[config.mk]
export PLATFORM = sky130hd
export DESIGN_NAME = attitude_indicator_pixel_rasterizer_unit
export DESIGN_NICKNAME = d
export VERILOG_FILES = /design/src/rtl/aipr_pkg.sv /design/src/rtl/attitude_indicator_pixel_rasterizer_unit.sv
export SDC_FILE = /design/constraint.sdc
export NUM_CORES = 2
export LEC_CHECK = 0
export ABC_AREA = 1
export BUFFER_PORTS_ARGS = -buffer_cell sky130_fd_sc_hd__buf_2
export CAP_MARGIN = 10
export CORE_MARGIN = 2
export CORE_UTILIZATION = 40
export DETAILED_ROUTE_END_ITERATION = 6
export PLACE_DENSITY_LB_ADDON = 0.2
export SYNTH_ARGS = -nofsm -noshare
export SYNTH_HDL_FRONTEND = slang
export SYNTH_SLANG_ARGS = --single-unit
[constraint.sdc]
create_clock -name clk_i -period 6.2 [get_ports clk_i]
set_input_delay 0.31 -clock clk_i [delete_from_list [all_inputs] [get_ports clk_i]]
set_output_delay 0.31 -clock clk_i [all_outputs]
set_load 0.1 [all_outputs]
[src/rtl/aipr_pkg.sv]
// ----------------------------------------------------------------------------
// aipr_pkg
// Types and constants shared by the attitude indicator pixel rasterizer.
// ----------------------------------------------------------------------------
`default_nettype none

package aipr_pkg;

  typedef struct packed {
    logic [7:0] row;
    logic [7:0] column;
  } in_t;

  typedef struct packed {
    logic        in_mask;
    logic [15:0] pixel_color;
  } out_t;

  typedef enum logic [2:0] {
    CFG_COEF_XX  = 3'd0,
    CFG_COEF_XY  = 3'd1,
    CFG_OFFSET_X = 3'd2,
    CFG_COEF_YX  = 3'd3,
    CFG_COEF_YY  = 3'd4,
    CFG_OFFSET_Y = 3'd5
  } cfg_idx_e;

  localparam int CfgIdxW   = 3;
  localparam int CoefW     = 32;
  localparam int ProdW     = 41;  // 32-bit signed times 9-bit non-negative
  localparam int SumW      = 43;
  localparam int FracW     = 16;
  localparam int CoordW    = SumW - FracW;

  localparam logic [31:0] COEF_XX_RST  = 32'sd65536;
  localparam logic [31:0] COEF_XY_RST  = 32'sd0;
  localparam logic [31:0] OFFSET_X_RST = -32'sd6553600;
  localparam logic [31:0] COEF_YX_RST  = 32'sd0;
  localparam logic [31:0] COEF_YY_RST  = -32'sd65536;
  localparam logic [31:0] OFFSET_Y_RST = 32'sd6553600;

  localparam logic [15:0] SKY_COLOR    = 16'h9E5E;
  localparam logic [15:0] GROUND_COLOR = 16'hD520;
  localparam logic [15:0] WHITE_COLOR  = 16'hFFFF;
  localparam logic [15:0] RED_COLOR    = 16'hF800;

  localparam int FACE_SIZE      = 200;
  localparam int FACE_CENTER    = 100;
  localparam int LADDER_HALF    = 20;
  localparam int LADDER_STEP1   = 20;
  localparam int LADDER_STEP2   = 40;
  localparam int HORIZON_HALF   = 2;
  localparam int OVERLAY_ROW_A  = 99;
  localparam int OVERLAY_ROW_B  = 100;
  localparam int OVERLAY_COL_LO = 70;
  localparam int OVERLAY_COL_HI = 130;

  // half chord of the round face for each row of the upper half
  localparam logic [6:0] CHORD_TAB [100] = '{
    7'd14, 7'd20, 7'd24, 7'd28, 7'd31, 7'd34, 7'd37, 7'd39, 7'd41, 7'd44,
    7'd46, 7'd47, 7'd49, 7'd51, 7'd53, 7'd54, 7'd56, 7'd57, 7'd59, 7'd60,
    7'd61, 7'd63, 7'd64, 7'd65, 7'd66, 7'd67, 7'd68, 7'd69, 7'd70, 7'd71,
    7'd72, 7'd73, 7'd74, 7'd75, 7'd76, 7'd77, 7'd78, 7'd78, 7'd79, 7'd80,
    7'd81, 7'd81, 7'd82, 7'd83, 7'd84, 7'd84, 7'd85, 7'd85, 7'd86, 7'd87,
    7'd87, 7'd88, 7'd88, 7'd89, 7'd89, 7'd90, 7'd90, 7'd91, 7'd91, 7'd92,
    7'd92, 7'd92, 7'd93, 7'd93, 7'd94, 7'd94, 7'd94, 7'd95, 7'd95, 7'd95,
    7'd96, 7'd96, 7'd96, 7'd97, 7'd97, 7'd97, 7'd97, 7'd98, 7'd98, 7'd98,
    7'd98, 7'd98, 7'd99, 7'd99, 7'd99, 7'd99, 7'd99, 7'd99, 7'd99, 7'd99,
    7'd100, 7'd100, 7'd100, 7'd100, 7'd100, 7'd100, 7'd100, 7'd100, 7'd100, 7'd100
  };

  function automatic logic [6:0] chord_len(input logic [6:0] idx);
    logic [6:0] len;
    len = '0;
    if (idx < 7'd100) begin
      len = CHORD_TAB[idx];
    end
    return len;
  endfunction

endpackage

`default_nettype wire

[src/rtl/attitude_indicator_pixel_rasterizer_unit.sv]
// ----------------------------------------------------------------------------
// attitude_indicator_pixel_rasterizer_unit
// Per-pixel mask test, overlay test, affine map and sky/ground/ladder classification.
// ----------------------------------------------------------------------------
//
//   channel | direction | handshake                 | beat
//   --------+-----------+---------------------------+--------------------------
//   in      | in        | in_valid_i / in_ready_o   | row, column
//   out     | out       | out_valid_o / out_ready_i | in_mask, pixel_color
//   cfg     | in        | cfg_valid_i / cfg_ready_o | register index, data
//
// one beat in and one beat out per cycle while the output is not stalled;
// the four register stages are mask/overlay, four 32x9 multiplier lanes,
// the three-way sum, and classification into the output register.
// reset clears the stage valid bits and loads the matrix reset values.
// a stall at the output holds the full stages from the output back to the
// first bubble; stages behind that bubble still move up and fill it.
// cfg_ready_o is always high.
`default_nettype none

module attitude_indicator_pixel_rasterizer_unit (
  input  wire logic                      clk_i,
  input  wire logic                      rst_ni,
  input  wire logic                      in_valid_i,
  output logic                           in_ready_o,
  input  wire aipr_pkg::in_t             in_data_i,
  output logic                           out_valid_o,
  input  wire logic                      out_ready_i,
  output aipr_pkg::out_t                 out_data_o,
  input  wire logic                      cfg_valid_i,
  output logic                           cfg_ready_o,
  input  wire logic [aipr_pkg::CfgIdxW-1:0] cfg_index_i,
  input  wire logic [31:0]               cfg_data_i
);
  import aipr_pkg::*;

  // configuration
  logic signed [CoefW-1:0] coef_xx_q, coef_xy_q, offset_x_q;
  logic signed [CoefW-1:0] coef_yx_q, coef_yy_q, offset_y_q;

  assign cfg_ready_o = 1'b1;

  always_ff @(posedge clk_i or negedge rst_ni) begin
    if (!rst_ni) begin
      coef_xx_q  <= COEF_XX_RST;
      coef_xy_q  <= COEF_XY_RST;
      offset_x_q <= OFFSET_X_RST;
      coef_yx_q  <= COEF_YX_RST;
      coef_yy_q  <= COEF_YY_RST;
      offset_y_q <= OFFSET_Y_RST;
    end else if (cfg_valid_i && cfg_ready_o) begin
      unique case (cfg_index_i)
        CFG_COEF_XX:  coef_xx_q  <= cfg_data_i;
        CFG_COEF_XY:  coef_xy_q  <= cfg_data_i;
        CFG_OFFSET_X: offset_x_q <= cfg_data_i;
        CFG_COEF_YX:  coef_yx_q  <= cfg_data_i;
        CFG_COEF_YY:  coef_yy_q  <= cfg_data_i;
        CFG_OFFSET_Y: offset_y_q <= cfg_data_i;
        default: ;
      endcase
    end
  end

  // stage enables, back to front
  logic en1, en2, en3, en4;
  logic v1_q, v2_q, v3_q, v4_q;

  assign en4 = !v4_q || out_ready_i;
  assign en3 = !v3_q || en4;
  assign en2 = !v2_q || en3;
  assign en1 = !v1_q || en2;
  assign in_ready_o = en1;

  // stage 1: mask and overlay
  logic [6:0] chord_idx;
  logic [6:0] chord;
  logic [7:0] lo_col, hi_col;
  logic       mask_d, ovl_d;
  logic [7:0] row_q, col_q;
  logic       mask1_q, ovl1_q;

  always_comb begin
    if (in_data_i.row < 8'(FACE_CENTER)) begin
      chord_idx = in_data_i.row[6:0];
    end else begin
      chord_idx = 7'(8'(FACE_SIZE - 1) - in_data_i.row);
    end
    chord  = chord_len(chord_idx);
    lo_col = 8'(FACE_CENTER) - {1'b0, chord};
    hi_col = 8'(FACE_CENTER) + {1'b0, chord};
    mask_d = (in_data_i.row < 8'(FACE_SIZE)) &&
             (in_data_i.column >= lo_col) && (in_data_i.column < hi_col);
    ovl_d  = ((in_data_i.row == 8'(OVERLAY_ROW_A)) ||
              (in_data_i.row == 8'(OVERLAY_ROW_B))) &&
             (in_data_i.column >= 8'(OVERLAY_COL_LO)) &&
             (in_data_i.column < 8'(OVERLAY_COL_HI));
  end

  always_ff @(posedge clk_i or negedge rst_ni) begin
    if (!rst_ni) begin
      v1_q <= 1'b0;
    end else if (en1) begin
      v1_q <= in_valid_i;
    end
  end

  always_ff @(posedge clk_i) begin
    if (en1) begin
      row_q   <= in_data_i.row;
      col_q   <= in_data_i.column;
      mask1_q <= mask_d;
      ovl1_q  <= ovl_d;
    end
  end

  // stage 2: multiplier lanes
  logic signed [ProdW-1:0] pxc_d, pxr_d, pyc_d, pyr_d;
  logic signed [ProdW-1:0] pxc_q, pxr_q, pyc_q, pyr_q;
  logic                    mask2_q, ovl2_q;

  assign pxc_d = coef_xx_q * $signed({1'b0, col_q});
  assign pxr_d = coef_xy_q * $signed({1'b0, row_q});
  assign pyc_d = coef_yx_q * $signed({1'b0, col_q});
  assign pyr_d = coef_yy_q * $signed({1'b0, row_q});

  always_ff @(posedge clk_i or negedge rst_ni) begin
    if (!rst_ni) begin
      v2_q <= 1'b0;
    end else if (en2) begin
      v2_q <= v1_q;
    end
  end

  always_ff @(posedge clk_i) begin
    if (en2) begin
      pxc_q   <= pxc_d;
      pxr_q   <= pxr_d;
      pyc_q   <= pyc_d;
      pyr_q   <= pyr_d;
      mask2_q <= mask1_q;
      ovl2_q  <= ovl1_q;
    end
  end

  // stage 3: sums, floor by arithmetic shift
  logic signed [SumW-1:0]   sum_x, sum_y;
  logic signed [CoordW-1:0] sx_q, sy_q;
  logic                     mask3_q, ovl3_q;

  assign sum_x = SumW'(pxc_q) + SumW'(pxr_q) + SumW'(offset_x_q);
  assign sum_y = SumW'(pyc_q) + SumW'(pyr_q) + SumW'(offset_y_q);

  always_ff @(posedge clk_i or negedge rst_ni) begin
    if (!rst_ni) begin
      v3_q <= 1'b0;
    end else if (en3) begin
      v3_q <= v2_q;
    end
  end

  always_ff @(posedge clk_i) begin
    if (en3) begin
      sx_q    <= sum_x[SumW-1:FracW];
      sy_q    <= sum_y[SumW-1:FracW];
      mask3_q <= mask2_q;
      ovl3_q  <= ovl2_q;
    end
  end

  // stage 4: classification into the output register
  logic        on_ladder;
  logic [15:0] color_d;
  out_t        out_q;

  always_comb begin
    on_ladder = (sx_q >= -LADDER_HALF) && (sx_q <= LADDER_HALF) &&
                ((sy_q == LADDER_STEP1) || (sy_q == LADDER_STEP2) ||
                 (sy_q == -LADDER_STEP1) || (sy_q == -LADDER_STEP2));
    if (!mask3_q) begin
      color_d = '0;
    end else if (ovl3_q) begin
      color_d = RED_COLOR;
    end else if (on_ladder) begin
      color_d = WHITE_COLOR;
    end else if (sy_q > HORIZON_HALF) begin
      color_d = SKY_COLOR;
    end else if (sy_q < -HORIZON_HALF) begin
      color_d = GROUND_COLOR;
    end else begin
      color_d = WHITE_COLOR;
    end
  end

  always_ff @(posedge clk_i or negedge rst_ni) begin
    if (!rst_ni) begin
      v4_q <= 1'b0;
    end else if (en4) begin
      v4_q <= v3_q;
    end
  end

  always_ff @(posedge clk_i) begin
    if (en4) begin
      out_q.in_mask     <= mask3_q;
      out_q.pixel_color <= color_d;
    end
  end

  assign out_valid_o = v4_q;
  assign out_data_o  = out_q;

  // checks
  a_unmasked_black: assert property (@(posedge clk_i) disable iff (!rst_ni)
    out_valid_o && !out_data_o.in_mask |-> out_data_o.pixel_color == '0)
    else $error("pixel outside the face carries a colour");

  a_full_when_blocked: assert property (@(posedge clk_i) disable iff (!rst_ni)
    !in_ready_o |-> v1_q && v2_q && v3_q && v4_q)
    else $error("input blocked with a bubble in the pipe");

  a_stall_keeps_beat: assert property (@(posedge clk_i) disable iff (!rst_ni)
    v4_q && !out_ready_i |=> v4_q && $stable(out_q))
    else $error("output beat lost under stall");

  a_mask_rows: assert property (@(posedge clk_i) disable iff (!rst_ni)
    v1_q && (row_q >= 8'(FACE_SIZE)) |-> !mask1_q)
    else $error("row beyond the face marked inside the mask");

endmodule

`default_nettype wire
==> flow_summary_export.csv <==
group,metric,value,unit
synthesis,asyncSetResetFlopFracSynth,44.0,%
global_route,grt_antenna_before_repair,28,
setup_path,timing.critical_path.slowest_cell_delay,0.66,ns
floorplan,initial_utilization,40.1,%
sta,layout_min_cycle_time,5.90,ns
synthesis,syn_inst,7672,
floorplan,design.portCount,76,
sta,slew_headroom,19.5,%
setup_path,critical_path_peak_fanout,55,
global_route,grt_first_pass_wirelength,283000,um
layout,share_of_layout_cells_above_drive_strength_1,3.69,%
layout,design.final.nets,8947,
floorplan,die_h,394,um
setup_path,worst-r2r-cell-count,17,
placed_design,pre_cts_slack,0.459,ns
synthesis,number_of_enable_type_register_cells_in_the_synthesized_netlist,249,
worst_hold_path,whs_path_depth,1,
setup_path,cp_data_required_time,6.58,ns
clock_network,clk_transition_reported_paths,0.06,ns
worst_hold_path,hp-class,"in2reg",
worst_hold_path,hp-start,"in_data_i[11]",
layout,syn_to_final_growth,7.28,%
sta,fin_crit_sh,95.2,%
sta,final-setup-viol-count,0,
floorplan,core,0.152,sq mm
setup_path,worst_path_max_delay_cell,"nor4_1",
floorplan,placementRows,143,
sta,hold_violations,0,
setup_path,critPathLaunch,"col_q[0]",
global_route,first_global_vias,48483,
drt,route.vias.total,48026,
global_route,total_grt_usage,23.6,%
synthesis,seq_area_frac_synth,20.4,%
clock_network,clock_tree.htree_level_count,2,
setup_path,timing.rr.start,"col_q[0]",
sta,finalClockSkew,0.0182,ns
status,run_status,"finished, final reports clean",
drt,detail_route.drc_violations,0,
clock_network,post-cts-setup-buffer-count,0,
sta,tightest_slew,1.21,ns
setup_path,timing.critical_path.to_type,"register",
drt,routed_wire_length_per_instance,18.7,um
drt,drt_first_pass_iters,5,
setup_path,critical_path_depth,17,
drt,finalWirelength,181000,um
synthesis,yosys_warnings,0,
synthesis,synth_area,0.0608,sq mm
synthesis,count_of_distinct_cell_types_in_the_synthesized_netlist,57,
floorplan,dieWidth,394,um
clock_network,clock_latency,0.67,ns
layout,final_area,0.0653,sq mm
global_route,pin_count_of_the_biggest_net_entering_global_routing,88,
setup_path,cpMostUsedCell,"fa_1",
sta,rsz_0062_raised_after_global_routing,"false",
placed_design,dp.final_hpwl,144000,um
sta,totalNegativeSetupSlack,0,ns
synthesis,postSynthRegisterBits,445,
clock_network,cts_made_buffers,56,
setup_path,critPathKind,"reg2reg",
setup_path,rrSetupSlack,0.30,ns
sta,fmax,169,MHz
drt,detail_route.iter0.violations,4002,
placed_design,final_weighted_congestion_in_routability_driven_placement,0.927,
sta,final.setup.worst_slack,0.300,ns
sta,drv_slew,0,
synthesis,syn_avg_cell_area,7.93,sq um
clock_network,tritoncts_num_sinks,445,
floorplan,floorplan.die_area,0.155,sq mm
placed_design,post_dp_cell_area,0.0632,sq mm
placed_design,numPortBuffers,74,
setup_path,critical_path.cell_chain,"buf_12 -> nand2_1 -> fa_1 -> inv_1 -> fa_1 -> fa_1 -> inv_1 -> fa_1 -> inv_1 -> ha_1 -> nand2_1 -> nor4_1 -> a21boi_0 -> o21ai_0 -> nand4_1 -> nand3_1 -> nand2_1",
clock_network,number_of_instances_resized_during_post_cts_repair,0,
clock_network,cts_tree,"yes",
setup_path,arrival_time_at_the_worst_endpoint,6.28,ns
clock_network,cts.hold.buffers_added,17,
setup_path,critical-path-top-delay-family,"adder cells",
synthesis,synthFlopType,"edfxtp_1",
clock_network,clock_tree.root_cell,"clkbuf_16",
global_route,grt_overflow_total,0,
clock_network,clock_tree.buffer_depth,3,
drt,final_antenna_net_count,0,
setup_path,critical_path.n_buffers_inverters,4,
setup_path,worstSetupStartpointType,"register",
drt,via_per_inst,4.96,
run,timing.max_cap.violations,0,
## stage by stage
step | hold WS (ns) | utilization [%] | std cells
3_3_place_gp | 0.386 | 41.7 | 9532
5_1_grt | 0.0799 | 43.0 | 9657
2_1_floorplan | 0.0144 | - | 7673
3_5_place_dp | 0.391 | 41.7 | 9532
4_1_cts | 0.0427 | 43.0 | 9654
6_report | 0.0897 | 43.1 | 9688
## layout by cell type, fill, tap and decap left out, types with 7 or more instances in the layout
cell type | synthesis | routed
nand2_2 | 9 | 13
o21ai_0 | 391 | 391
a21oi_1 | 310 | 310
a21o_1 | 20 | 20
buf_2 | 4 | 73
xnor2_1 | 74 | 74
clkinvlp_4 | 0 | 7
o221ai_1 | 15 | 15
nand3_1 | 133 | 131
inv_1 | 2098 | 2096
diode_2 | 0 | 33
a31oi_1 | 81 | 81
ha_1 | 441 | 441
fa_1 | 872 | 872
xor2_1 | 130 | 130
nor4_1 | 39 | 39
dfrtp_1 | 164 | 164
nand2_1 | 1784 | 1780
buf_4 | 9 | 31
o21bai_1 | 10 | 10
o21a_1 | 26 | 26
buf_12 | 0 | 18
a21boi_0 | 15 | 15
nand4_1 | 51 | 51
edfxtp_1 | 249 | 249
nor2_1 | 347 | 347
clkinv_2 | 0 | 13
clkbuf_16 | 0 | 56
dlygate4sd3_1 | 0 | 17
clkbuf_1 | 252 | 12
dfstp_2 | 32 | 32
nor3_1 | 26 | 26
## cell families (layout without fill, tap and decap cells)
group | Yosys count | count (layout) | synth area share (%)
fa+ha+maj | 1313 | 1313 | 37.8
xor+xnor | 205 | 205 | 2.98
other cells | 1 | 35 | 0.00617
buf+inv | 2393 | 2345 | 14.9
simple gates | 2416 | 2416 | 15.8
flops | 445 | 445 | 20.4
compound gates | 899 | 899 | 8.12
## routing by layer
| layer | share of wire [%] | global-route usage (%) |
|---|---|---|
| met1 | 45 | 33.7 |
| met2 | 45 | 37.2 |
| met3 | 7.7 | 3.94 |
| met4 | 2.1 | 5.88 |
| met5 | 0.022 | 0 |
## cells in the mapped netlist (6+ instances only)
cell	instances	share of area, %
xor2_1	130	1.9
o221ai_1	15	0.22
a31oi_1	81	0.83
nor4_1	39	0.40
o21ai_0	391	3.2
nand2_1	1784	11
xnor2_1	74	1.1
ha_1	441	9.1
buf_4	9	0.11
dfstp_2	32	1.4
edfxtp_1	249	12
nand4_1	51	0.52
clkbuf_1	252	1.6
a21boi_0	15	0.19
a21oi_1	310	2.6
dfrtp_1	164	6.7
nor3_1	26	0.21
o31ai_1	6	0.074
fa_1	872	29
a21o_1	20	0.25
o21a_1	26	0.32
and3_1	6	0.062
nor2_1	347	2.1
inv_1	2098	13
buf_1	26	0.16
nand2_2	9	0.093
nand3_1	133	1.1
o21bai_1	10	0.12
## worst paths after layout
| kind | end |
|---|---|
| hold / removal | row_q[3] |
| min in group asynchronous | offset_y_q[4] |
| hold reg to reg | mask3_q |
| setup reg to reg | pyc_q[33] |
| max in group asynchronous | coef_xy_q[30] |
| setup / recovery | pyc_q[33] |
## flip-flops by register name, indices dropped and copies added (netlist names), 8 cells and up
register	flops
col_q	8
pxr_q	41
coef_yx_q	32
coef_xx_q	32
offset_y_q	32
sy_q	27
pyc_q	41
coef_xy_q	32
offset_x_q	32
out_data_o	9
sx_q	27
pyr_q	41
coef_yy_q	32
pxc_q	41
row_q	8
## layout make-up
class	instances	area, sq um
fillers	15285	86300
multi-input cells	4835	39400
flip-flops and latches	445	12400
inverters	2100	7890
well taps	2030	2540
clock buffers	69	1460
repair buffers	140	1140
clock inverters	36	330
diodes	33	82.6
Power is not shown: default switching activity piles up to over one toggle a cycle in this logic, so the estimate is an artifact.
